--- config.mk ---
export PLATFORM = sky130hd
export DESIGN_NAME = chtc_ram
export DESIGN_NICKNAME = d
export VERILOG_FILES = /design/src/hdl/chtc_ram.sv
export SDC_FILE = /design/constraint.sdc
export NUM_CORES = 1
export LEC_CHECK = 0
export BUFFER_PORTS_ARGS = -buffer_cell sky130_fd_sc_hd__buf_2
export CORE_AREA = 2 2 276 278
export DETAILED_ROUTE_END_ITERATION = 8
export DIE_AREA = 0 0 278 280
export MAX_ROUTING_LAYER = met4
export PLACE_DENSITY = 0.77
export SLEW_MARGIN = 30
export SYNTH_ARGS = -nofsm -noshare
export SYNTH_HDL_FRONTEND = slang
export SYNTH_SLANG_ARGS = --single-unit
--- constraint.sdc ---
create_clock -name i_clk -period 3.85 [get_ports i_clk]
set_clock_uncertainty 0.1 [all_clocks]
set_input_delay 0.77 -clock i_clk [delete_from_list [all_inputs] [get_ports i_clk]]
set_output_delay 0.77 -clock i_clk [all_outputs]
set_load 0.01 [all_outputs]
--- src/hdl/chtc_ram.sv ---
`timescale 1ns / 1ps
// single-port-write, single-port-read synchronous ram, registered read data
// no dependencies

module chtc_ram #(
    parameter int DEPTH = 1024,
    parameter int WIDTH = 1,
    parameter int AW    = $clog2(DEPTH)
) (
    input  logic             i_clk,
    input  logic             i_we,
    input  logic [AW-1:0]    i_waddr,
    input  logic [WIDTH-1:0] i_wdata,
    input  logic             i_re,
    input  logic [AW-1:0]    i_raddr,
    output logic [WIDTH-1:0] o_rdata
);

    logic [WIDTH-1:0] r_mem [DEPTH];
    logic [WIDTH-1:0] r_rdata;

    always_ff @(posedge i_clk) begin
        if (i_we) begin
            r_mem[i_waddr] <= i_wdata;
        end
    end

    always_ff @(posedge i_clk) begin
        if (i_re) begin
            r_rdata <= r_mem[i_raddr];
        end
    end

    assign o_rdata = r_rdata;

endmodule

==> impl_results.md <==
* Cell mode on critical path: buf_4
* Reg clk slew, reported paths at 0.06 ns
* Worst VDD drop at around 420 uV
* Post-synth top flop: edfxtp_1
* Placed Cells at 3999
* MaxCap Viol Count at 0
* Crit path max fanout at 27
* Residual DRC at 0
* Static leakage at approximately 0.015 uW
* Delay of the slowest critical-path stage at around 0.52 ns
* Synth Register Bits at around 1k
* Cts hold-fix bufs at 0
* Fill cells at between 4k and 5k
* CP bufs+invs at 4
* Clock buffer depth at 3
* Most area-consuming cells after synthesis: edfxtp_1 (69%), mux4_2 (10%), nor2_1 (8.7%)
* Ports at 25
* Critical-path cell list: buf_8, buf_12, buf_4, mux4_2, a221oi_1, o21ai_0, nor3_1, a311oi_1, buf_4, nor4_1, o2111ai_1
* Syn Inst Count at a little over 3k
* H-tree levels at 3
* Initial antenna violation count at 2
* FFs w/ async S/R, synth at 0%
* Number of synthesized flops with an enable pin at about 1k
* Layout Cells excl Fill at 4186
* PwrDens at 474 nW/um^2
* Clock root buffer: clkbuf_16
* Fin nets at approximately 3.1k
* Tcrit/Tclk final at around 88%
* Largest area contributor in the netlist: edfxtp_1
* Die X at 278 um
* Core Rows at between 100 and 150
* Area of the core at 75200 sq um
* Share of layout cells above drive strength 1 at 19.0%
* Hold path startpoint: i_re
* CP required at between 4 and 5 ns
* Die area at about 78000 sq um
* Post-synth cell types at 55
* Most frequent cells in the layout: nor2_1 (1036), edfxtp_1 (1025), mux4_2 (200), buf_4 (151), mux2i_1 (123)
* Crit end category: flip-flop
* Post-CTS setup buffers at 0
* Dpl hpwl at a little under 70000 um
* ANT nets after route at 0
* Setup Viol. Count Final at 0
* Largest delay share family, worst path: buffers and inverters
* Min-delay worst type: in -> reg
* CTS Sinks at just over 1k
* Status: completed
* Slew headroom at 31.7%
* Drt first-iter violations at ~4.6k
* Final hold vios at 0
* Slew @ Worst Pin at roughly 1.0 ns
* # port buffers at 24
* Post-synth top area share at 68.9%
* R2r worst-path depth at 7
* Ys Warns at 0
* CP arrival at roughly 3.7 ns
* Fin crit period at 3.40 ns
* CTS tree: yes
* Initial Util at around three fifths
* First-pass GRT wire length at 177000 um
* Vias in the first global route at about 28k
* Avg Inst Size Synth at 14.4 sq um
* Stages on the worst setup path at 11
* Crit path launch: i_raddr[0]
* Commonest non-fill, non-tap cell in the layout: nor2_1
* Max-slew violation count at 0
* FMAX at just under 300 MHz
* Critical R2R Launch: r_mem[785]
* Setup CP Type: in -> reg
* CTS buffer count at 101
* Post-Syn Area at about 45000 sq um
* CP max-delay cell: mux4_2
* Final WL at ~120000 um
* Total Power at around 24000 uW
* Syn_nets at 3136
* GRT Total Usage at 32.5%
* Worst-Skew Late Latency at between 0.6 and 0.7 ns
* Hold depth at 1
* DR vias at around 28k
* Post-CTS sizing at 0
* RSZ-0062 raised after global routing: no
* Largest net degree at the start of global routing at 195
* DR vias/cell at between 6 and 7
* RePlAce Congestion at around 0.85
* Die height at 280 um
* Grt ovf at 0
* P&R area growth vs syn at 11.9%
* CP Launch Type: primary input
* Avg WL per Cell at between 20 and 30 um
* Pre-Repair DR Iteration Count at 6
* Sequential-to-total area share from yosys stat at between 60% and 70%
==> Yosys cell counts, drive strengths merged (5+ instances only) <==
cell     instances
nor2          1036
a22oi           17
nor4             5
o221ai          49
and2             6
nor2b           11
nand2           86
nor3b            8
clkbuf         189
o22ai           28
buf            114
edfxtp        1025
nor3            37
nand2b           8
mux4           214
a21oi           37
mux2i          123
nand4           10
o21ai           13
nand3           37
a2111oi          6
==> flip-flops by register name (all words and copies together) (netlist names) <==
name	cells
r_mem	1024
o_rdata	1
==> logic make-up after synthesis <==
family	Yosys count	synth area share [%]
compound gates	178	2.83
simple gates	1260	11.2
flops	1025	68.9
mux	340	13.7
buf+inv	309	3.30
==> metrics by stage <==
step / worst slack, ns / util (%) / hold WS, ns / TNS [ns] / area (sq um)
after floorplan: 0.568 / - / 0.769 / 0 / 44700
after global placement: -0.123 / 62.0 / 0.958 / -0.123 / 46600
after detailed placement: -0.182 / 62.0 / 0.950 / -0.182 / 46600
after CTS: 0.514 / 66.5 / 0.256 / 0 / 50000
after global routing: 0.313 / 66.5 / 0.261 / 0 / 50000
final: 0.449 / 66.5 / 0.286 / 0 / 50000
==> path summary, 6_finish.rpt <==
kind              to  slack, ns
max          o_rdata       0.45
min          o_rdata       0.29
max reg2reg  o_rdata       0.95
min reg2reg  o_rdata       0.99
==> layout make-up <==
cell class | count | area [sq um] | area share (%)
clock inverter | 68 | 763 | 1.53
antenna | 4 | 10.0 | 0.0200
inverter | 6 | 22.5 | 0.0451
tap | 978 | 1220 | 2.45
clock buffer | 115 | 2600 | 5.20
sequential | 1025 | 30800 | 61.6
multi-input combinational | 1778 | 12600 | 25.1
timing repair buffer | 212 | 2020 | 4.05
==> report_power, final <==
part | switching, uW | internal (uW)
registers | 3.97 | 12300
logic | 835 | 473
clock network | 4190 | 5910
total | 5020 | 18700
==> layer usage <==
layer	global-route usage, %	wire length, um	up-vias
met3	6.69	16300	446
li1	-	-	11500
met1	41.1	40800	14000
met2	50.9	58300	2118
met5	-	0	-
met4	15.9	6650	0
==> worst reg2reg max path: stages, from the launching register on <==
cell	delay [ns]
edfxtp_1	0.36
mux4_1	0.53
mux4_2	0.50
nand2b_1	0.09
nand4_1	0.23
and4_1	0.34
nor4_1	0.32
o2111ai_1	0.15
Power figures use the tool's default switching activity.
