--- config.mk ---
export PLATFORM = sky130hd
export DESIGN_NAME = chtc_hash
export DESIGN_NICKNAME = d
export VERILOG_FILES = /design/src/hdl/chtc_pkg.sv /design/src/hdl/chtc_hash.sv
export SDC_FILE = /design/constraint.sdc
export NUM_CORES = 1
export LEC_CHECK = 0
export ABC_AREA = 1
export BUFFER_PORTS_ARGS = -buffer_cell sky130_fd_sc_hd__buf_2
export CAP_MARGIN = 5
export CORE_UTILIZATION = 50
export DETAILED_ROUTE_END_ITERATION = 8
export PLACE_DENSITY_LB_ADDON = 0.1
export SLEW_MARGIN = 15
export SYNTH_ARGS = -nofsm -noshare
export SYNTH_HDL_FRONTEND = slang
export SYNTH_SLANG_ARGS = --single-unit
--- constraint.sdc ---
create_clock -name i_clk -period 2.46 [get_ports i_clk]
set_input_delay 0.123 -clock i_clk [delete_from_list [all_inputs] [get_ports i_clk]]
set_output_delay 0.123 -clock i_clk [all_outputs]
set_load 0.02 [all_outputs]
--- src/hdl/chtc_pkg.sv ---
`timescale 1ns / 1ps
// shared constants and codes of the chained hash count table
// no dependencies

package chtc_pkg;

    localparam int KEY_W = 32;
    localparam int CNT_W = 32;

    localparam int DEF_BUCKETS        = 1024;
    localparam int DEF_OVERFLOW_SLOTS = 1024;

    // bits of the key folded into the bucket remainder per cycle
    localparam int HASH_DIGIT_W = 4;
    localparam int HASH_STEPS   = KEY_W / HASH_DIGIT_W;

    localparam logic [CNT_W-1:0] COUNT_MAX = '1;

    localparam logic REQ_INSERT = 1'b0;
    localparam logic REQ_QUERY  = 1'b1;

    localparam logic STATUS_OK   = 1'b0;
    localparam logic STATUS_FULL = 1'b1;

endpackage

--- src/hdl/chtc_hash.sv ---
`timescale 1ns / 1ps
// bucket index unit: key modulo bucket count, adding the stored residue of one key digit per cycle
// power-of-two bucket counts take the low key bits directly; depends on chtc_pkg

module chtc_hash #(
    parameter int BUCKETS = chtc_pkg::DEF_BUCKETS,
    parameter int BW      = $clog2(BUCKETS)
) (
    input  logic                       i_clk,
    input  logic                       i_rst_n,
    input  logic                       i_start,
    input  logic [chtc_pkg::KEY_W-1:0] i_key,
    output logic                       o_done,
    output logic [BW-1:0]              o_bucket
);

    localparam bit          IS_POW2 = (BUCKETS == (1 << BW));
    localparam int          SCW     = $clog2(chtc_pkg::HASH_STEPS);
    localparam int          DIGITS  = 1 << chtc_pkg::HASH_DIGIT_W;
    localparam logic [BW:0] BK      = (BW + 1)'(BUCKETS);

    logic                       r_busy;
    logic                       r_done;
    logic [SCW-1:0]             r_step;
    logic [chtc_pkg::KEY_W-1:0] r_sh;
    logic [BW-1:0]              r_rem;
    logic [BW-1:0]              n_rem;
    logic [BW-1:0]              w_res [chtc_pkg::HASH_STEPS][DIGITS];

    // residue of each digit value at each digit position
    for (genvar p = 0; p < chtc_pkg::HASH_STEPS; p++) begin : g_pos
        for (genvar d = 0; d < DIGITS; d++) begin : g_digit
            assign w_res[p][d] = BW'((64'(d) << (chtc_pkg::HASH_DIGIT_W * p)) % BUCKETS);
        end
    end

    always_comb begin
        logic [BW:0] t;
        t = {1'b0, r_rem} + {1'b0, w_res[r_step][r_sh[chtc_pkg::HASH_DIGIT_W-1:0]]};
        if (t >= BK) begin
            t = t - BK;
        end
        n_rem = t[BW-1:0];
    end

    always_ff @(posedge i_clk) begin
        if (!i_rst_n) begin
            r_busy <= 1'b0;
            r_done <= 1'b0;
            r_step <= '0;
        end else begin
            r_done <= 1'b0;
            if (i_start) begin
                r_step <= '0;
                if (IS_POW2) begin
                    r_done <= 1'b1;
                end else begin
                    r_busy <= 1'b1;
                end
            end else if (r_busy) begin
                r_step <= r_step + 1'b1;
                if (r_step == SCW'(chtc_pkg::HASH_STEPS - 1)) begin
                    r_busy <= 1'b0;
                    r_done <= 1'b1;
                end
            end
        end
    end

    always_ff @(posedge i_clk) begin
        if (i_start) begin
            r_sh <= i_key;
            if (IS_POW2) begin
                r_rem <= i_key[BW-1:0];
            end else begin
                r_rem <= '0;
            end
        end else if (r_busy) begin
            r_sh  <= r_sh >> chtc_pkg::HASH_DIGIT_W;
            r_rem <= n_rem;
        end
    end

    assign o_done   = r_done;
    assign o_bucket = r_rem;

endmodule
==> results.sh, run 1 <==
export IMPL_total_power_uw=1660
export IMPL_end_kind="register"
export IMPL_leakagePower_uw=0.00142
export IMPL_drive_gt1_share_pct=18.3
export IMPL_period_needed_ns=2.22
export IMPL_vdd_drop_max_v=0.000455
export IMPL_syn_inst=285
export IMPL_cts_root_buf="clkbuf_8"
export IMPL_drc=0
export IMPL_cts_resized=0
export IMPL_area_sequential_um2=1360
export IMPL_ys_ff_latch=47
export IMPL_cts_hold_buf=0
export IMPL_syn_area_um2=2490
export IMPL_start_util_pct=52.3
export IMPL_syn2layout_area_growth_pct=15.2
export IMPL_grt_pass1_vias=1764
export IMPL_dp_cells=392
export IMPL_grt_overflow=0
export IMPL_synth_seq_area_share_pct=54.8
export IMPL_power_per_cell_area_nw_per_um2=580
export IMPL_drtIter0Drc=97
export IMPL_setup_viol=0
export IMPL_rows=25
export IMPL_arrival_ns=2.27
export IMPL_reg2reg_slack_ns=0.24
export IMPL_insertion_delay_ns=0.29
export IMPL_grt_first_pass_wirelength_um=7670
export IMPL_vias_per_cell=4.79
export IMPL_cts_setup_buffers=0
export IMPL_synth_cell_types=25
export IMPL_ant_nets=0
export IMPL_fp_dieW_um=72.5
export IMPL_fillerInstances=453
export IMPL_synth_largest_area_cell="edfxtp_1"
export IMPL_antenna_found_initial=0
export IMPL_final_common_cell="nand2_1"
export IMPL_skew_ns=0.00378
export IMPL_multiInputGateArea_um2=1000
export IMPL_dieHeight_um=72.5
export IMPL_grt_use_total_pct=19.1
export IMPL_slew_violations=0
export IMPL_io_pins=46
export IMPL_layoutNonFillerInstCount=400
export IMPL_cts_buffer_depth=2
export IMPL_critPathRequiredTime_ns=2.51
export IMPL_start_kind="register"
export IMPL_dr_pass1_iters=4
export IMPL_path_max_fanout=4
export IMPL_critical_path_class="reg -> reg"
export IMPL_synth_warnings=0
export IMPL_diodes=0
export IMPL_fp_dieArea_um2=5260
export IMPL_path_clk_slew_ns=0.08
export IMPL_relSlewSlack_pct=68.5
export IMPL_tns_ns=0
export IMPL_yosysTopAreaCellShare_pct=50.7
export IMPL_cts_tree="yes"
export IMPL_yosys_top_cells_area="edfxtp_1 (51%), nand2_1 (20%), ha_1 (7.0%), dfxtp_1 (4.0%), inv_1 (3.2%)"
export IMPL_worstHoldPathType="in -> reg"
export IMPL_dp_hpwl_um=3370
export IMPL_drv_cap=0
export IMPL_io_buffers=45
export IMPL_cts_sinks=47
export IMPL_cts_max_level=2
export IMPL_grt_max_degree=44
export IMPL_drt_total_wl_um=4600
export IMPL_avgSynthCellArea_um2=8.72
export IMPL_most_common_layout_cells="nand2_1 (133), buf_2 (45), edfxtp_1 (42)"
export IMPL_cts_made_buffers=5
export IMPL_fin_nets=382
export IMPL_wl_per_cell_um=11.5
export IMPL_vias=1914
export IMPL_finalHoldViolations=0
export IMPL_gp_congestion=0.834
export IMPL_tightest_slew_ns=0.472
export IMPL_period_share_pct=90.3
export IMPL_fmax_mhz=450
export IMPL_core_area_um2=4750
export IMPL_outcome="complete, no violations"
export IMPL_rsz0062_at_grt="no"
export IMPL_syn_nets=335
-- registers in the layout (all words and copies together), names as in the netlist --
name,cells
r_busy,1
r_step,3
o_done,1
o_bucket,10
r_sh,32
-- critical path, cell delays in order, from the launching register on --
cell	delay (ns)
dfxtp_1	0.38
inv_1	0.09
ha_1	0.20
nand2_1	0.12
nor2_1	0.06
ha_1	0.22
fa_1	0.39
nand2_1	0.09
nand2_1	0.09
nand4_1	0.11
nand3b_1	0.09
nand3_1	0.09
nand2_1	0.05
-- Yosys cell counts --
cell type    n
nand2_1    134
edfxtp_1    42
inv_1       21
nor2_1      20
ha_1        14
nand3_1     11
a21oi_1      6
buf_2        5
dfxtp_1      5
o21ai_0      5
nand4_1      3
a211oi_1     2
clkbuf_1     2
inv_2        2
nand2_2      2
nand3b_1     2
a21oi_2      1
buf_4        1
fa_1         1
nor2_4       1
o21a_1       1
o21ai_1      1
o22ai_1      1
or2_1        1
xor2_1       1
-- cell families after synthesis --
logic type / share of synthesized area [%]
flops: 54.8
fa+ha+maj: 7.85
buf+inv: 5.08
xor+xnor: 0.352
compound gates: 3.93
simple gates: 28.0
-- path summary, 6_finish.rpt --
path	endpoint	cells after the start	start
setup / recovery	o_bucket[6]	12	r_step[0]
hold / removal	r_busy	3	i_rst_n
setup reg to reg	o_bucket[6]	12	r_step[0]
hold reg to reg	r_busy	2	r_busy
-- metrics by stage --
| stage | setup slack (ns) | cell area (um^2) | hold WS (ns) | utilization [%] |
|---|---|---|---|---|
| detailed placement | 0.244 | 2780 | 0.383 | 58.5 |
| floorplan | 0.430 | 2490 | 0.246 | - |
| CTS | 0.244 | 2860 | 0.0683 | 60.2 |
| global placement | 0.334 | 2780 | 0.371 | 58.5 |
| finish | 0.239 | 2860 | 0.0739 | 60.2 |
| global route | 0.0713 | 2860 | 0.0791 | 60.2 |
-- power breakdown --
part | switching [uW] | internal [uW] | total (uW)
Combinational | 166 | 97.9 | 264
Clock | 244 | 193 | 437
Sequential | 21.3 | 938 | 960
Total | 431 | 1230 | 1660
-- cell type report --
class | instances | area share, %
clock inverters | 3 | 0.524
flip-flops and latches | 47 | 47.5
inverters | 23 | 3.01
well taps | 67 | 2.93
multi-input cells | 207 | 34.9
repair buffers | 48 | 8.65
clock buffers | 5 | 2.40
-- layer usage --
layer	wire length, um	up-vias	GRT usage [%]
li1	-	1015	-
met1	2150	847	25.0
met2	2220	48	32.0
met3	191	4	4.17
met4	39	0	5.66
met5	0	-	0
(Power assumes the default switching activity.)
==> run 2, diff against run 1 <==
==> constraint.sdc (replaced) <==
create_clock -name i_clk -period 2.4 [get_ports i_clk]
set_input_delay 0.12 -clock i_clk [delete_from_list [all_inputs] [get_ports i_clk]]
set_output_delay 0.12 -clock i_clk [all_outputs]
set_load 0.02 [all_outputs]
==> run 2 against run 1 <==
Power increased by 2.5%. Clock-buffer cell count unchanged. Register-to-register slack about the same. Via count decreased by 0.94%. Cell area increased by 0.13%. Flip-flop and latch count unchanged. Worst hold slack got worse by 0.00088 ns. Largest cell class unchanged. Largest power group unchanged.
==> results.sh, run 2 (same netlist as run 1, synthesis figures left out) <==
export IMPL_grt_first_pass_wirelength_um=7740
export IMPL_io_pins=46
export IMPL_ant_nets=0
export IMPL_rsz0062_at_grt="no"
export IMPL_cts_setup_buffers=0
export IMPL_rows=25
export IMPL_tns_ns=0
export IMPL_reg2reg_slack_ns=0.22
export IMPL_io_buffers=45
export IMPL_diodes=0
export IMPL_drive_gt1_share_pct=18.9
export IMPL_relSlewSlack_pct=68.5
export IMPL_dp_hpwl_um=3410
export IMPL_dr_pass1_iters=4
export IMPL_outcome="complete, no violations"
export IMPL_wl_met1_um=2140
export IMPL_r2r_start="r_step[1]"
export IMPL_drt_total_wl_um=4640
export IMPL_slowest_stage="dfxtp_1"
export IMPL_drc=0
export IMPL_slowest_delay_ns=0.37
export IMPL_cts_made_buffers=5
export IMPL_fp_dieArea_um2=5260
export IMPL_vias_per_cell=4.74
export IMPL_drtIter0Drc=107
export IMPL_fp_dieW_um=72.5
export IMPL_cts_hold_buf=0
export IMPL_worstHoldPathType="in -> reg"
export IMPL_largest_register="r_sh"
export IMPL_skew_ns=0.00314
export IMPL_core_area_um2=4750
export IMPL_critical_path_class="reg -> reg"
export IMPL_antenna_found_initial=0
export IMPL_drv_cap=0
export IMPL_power_per_cell_area_nw_per_um2=594
export IMPL_cts_root_buf="clkbuf_8"
export IMPL_start_util_pct=52.3
export IMPL_start_kind="register"
export IMPL_fmax_mhz=460
export IMPL_leakagePower_uw=0.00142
export IMPL_slew_violations=0
export IMPL_r2r_end="o_bucket[6]"
export IMPL_wl_met3_um=187
export IMPL_cts_max_level=2
export IMPL_cts_buffer_depth=2
export IMPL_grt_use_total_pct=19.3
export IMPL_rr_worst_depth=12
export IMPL_gp_congestion=0.834
export IMPL_end_kind="register"
export IMPL_finalHoldViolations=0
export IMPL_path_clk_slew_ns=0.08
export IMPL_cp_cell_sequence="inv_1 -> ha_1 -> nand2_1 -> nor2_1 -> ha_1 -> fa_2 -> nand2_1 -> nand2_1 -> nand4_1 -> nand3b_1 -> nand3_1 -> nand2_1"
export IMPL_insertion_delay_ns=0.29
export IMPL_wl_per_cell_um=11.6
export IMPL_routed_top_layer="met4"
export IMPL_syn2layout_area_growth_pct=15.3
export IMPL_grt_overflow=0
export IMPL_setup_viol=0
export IMPL_holdPathStages=3
export IMPL_vdd_drop_max_v=0.000452
export IMPL_cts_sinks=47
export IMPL_met2WireLength_um=2250
export IMPL_cp_common_cell="nand2_1"
export IMPL_arrival_ns=2.23
export IMPL_path_max_fanout=4
export IMPL_layoutNonFillerInstCount=400
export IMPL_final_common_cell="nand2_1"
export IMPL_fin_nets=382
export IMPL_dieHeight_um=72.5
export IMPL_dp_cells=392
export IMPL_period_needed_ns=2.18
export IMPL_most_common_layout_cells="nand2_1 (133), buf_2 (45), edfxtp_1 (42)"
export IMPL_cts_tree="yes"
export IMPL_tightest_slew_ns=0.473
export IMPL_largest_reg_flops=32
export IMPL_grt_pass1_vias=1798
export IMPL_grt_max_degree=44
export IMPL_hold_end="r_busy"
export IMPL_critPathRequiredTime_ns=2.45
export IMPL_period_share_pct=90.6
export IMPL_holdCritStartpoint="i_rst_n"
export IMPL_vias=1896
run 2: worst max-delay path, delay by kind of cell (launching register included):
family                     cells  cell delay (ns)
buffers and inverters          1             0.10
DFF                            1             0.37
and+or+nand+nor                8             0.70
adders and majority gates      3             0.77
run 2: timing repair:
item / 4_1_cts / 5_1_grt
endpoints found under the hold margin: 0 / 0
setup endpoints to repair: 0 / 3
gates resized for setup: 0 / 2
run 2: worst max-delay path by stage:
stage | start | slack (ns) | endpoint | cells past startpoint
3_3_place_gp | r_step[0] | 0.27 | o_bucket[4] | 11
5_1_grt | r_step[1] | 0.06 | o_bucket[4] | 11
6_report | r_step[1] | 0.22 | o_bucket[6] | 12
3_5_place_dp | r_step[0] | 0.16 | o_bucket[6] | 12
4_1_cts | r_step[0] | 0.15 | o_bucket[6] | 12
2_1_floorplan | r_step[0] | 0.37 | o_bucket[4] | 11
run 2: report_power, final:
part / internal [uW] / switching, uW
combinational: 101 / 171
clock: 198 / 250
sequential: 962 / 21.9
run 2: per-stage QoR:
step	hold slack [ns]	setup slack, ns	utilization, %	power, uW	instance area (um^2)
floorplan	0.243	0.370	-	1190	2490
global placement	0.368	0.273	58.5	1270	2780
detailed placement	0.380	0.157	58.5	1280	2780
CTS	0.0662	0.152	60.2	1720	2860
global route	0.0757	0.0591	60.3	1790	2870
finish	0.0730	0.225	60.3	1700	2870
run 2: cell type report:
class	count	area, um^2
clock buffers	5	68.8
fillers	444	1890
repair buffers	48	248
multi-input cells	207	1000
clock inverters	3	15.0
flip-flops and latches	47	1360
inverters	23	86.3
well taps	67	83.8
run 2: layer usage:
| metal | vias up | global-route usage [%] |
|---|---|---|
| met1 | 832 | 24.2 |
| met2 | 44 | 33.6 |
| met3 | 4 | 4.03 |
| li1 | 1016 | - |
| met4 | 0 | 5.66 |
| met5 | - | 0 |
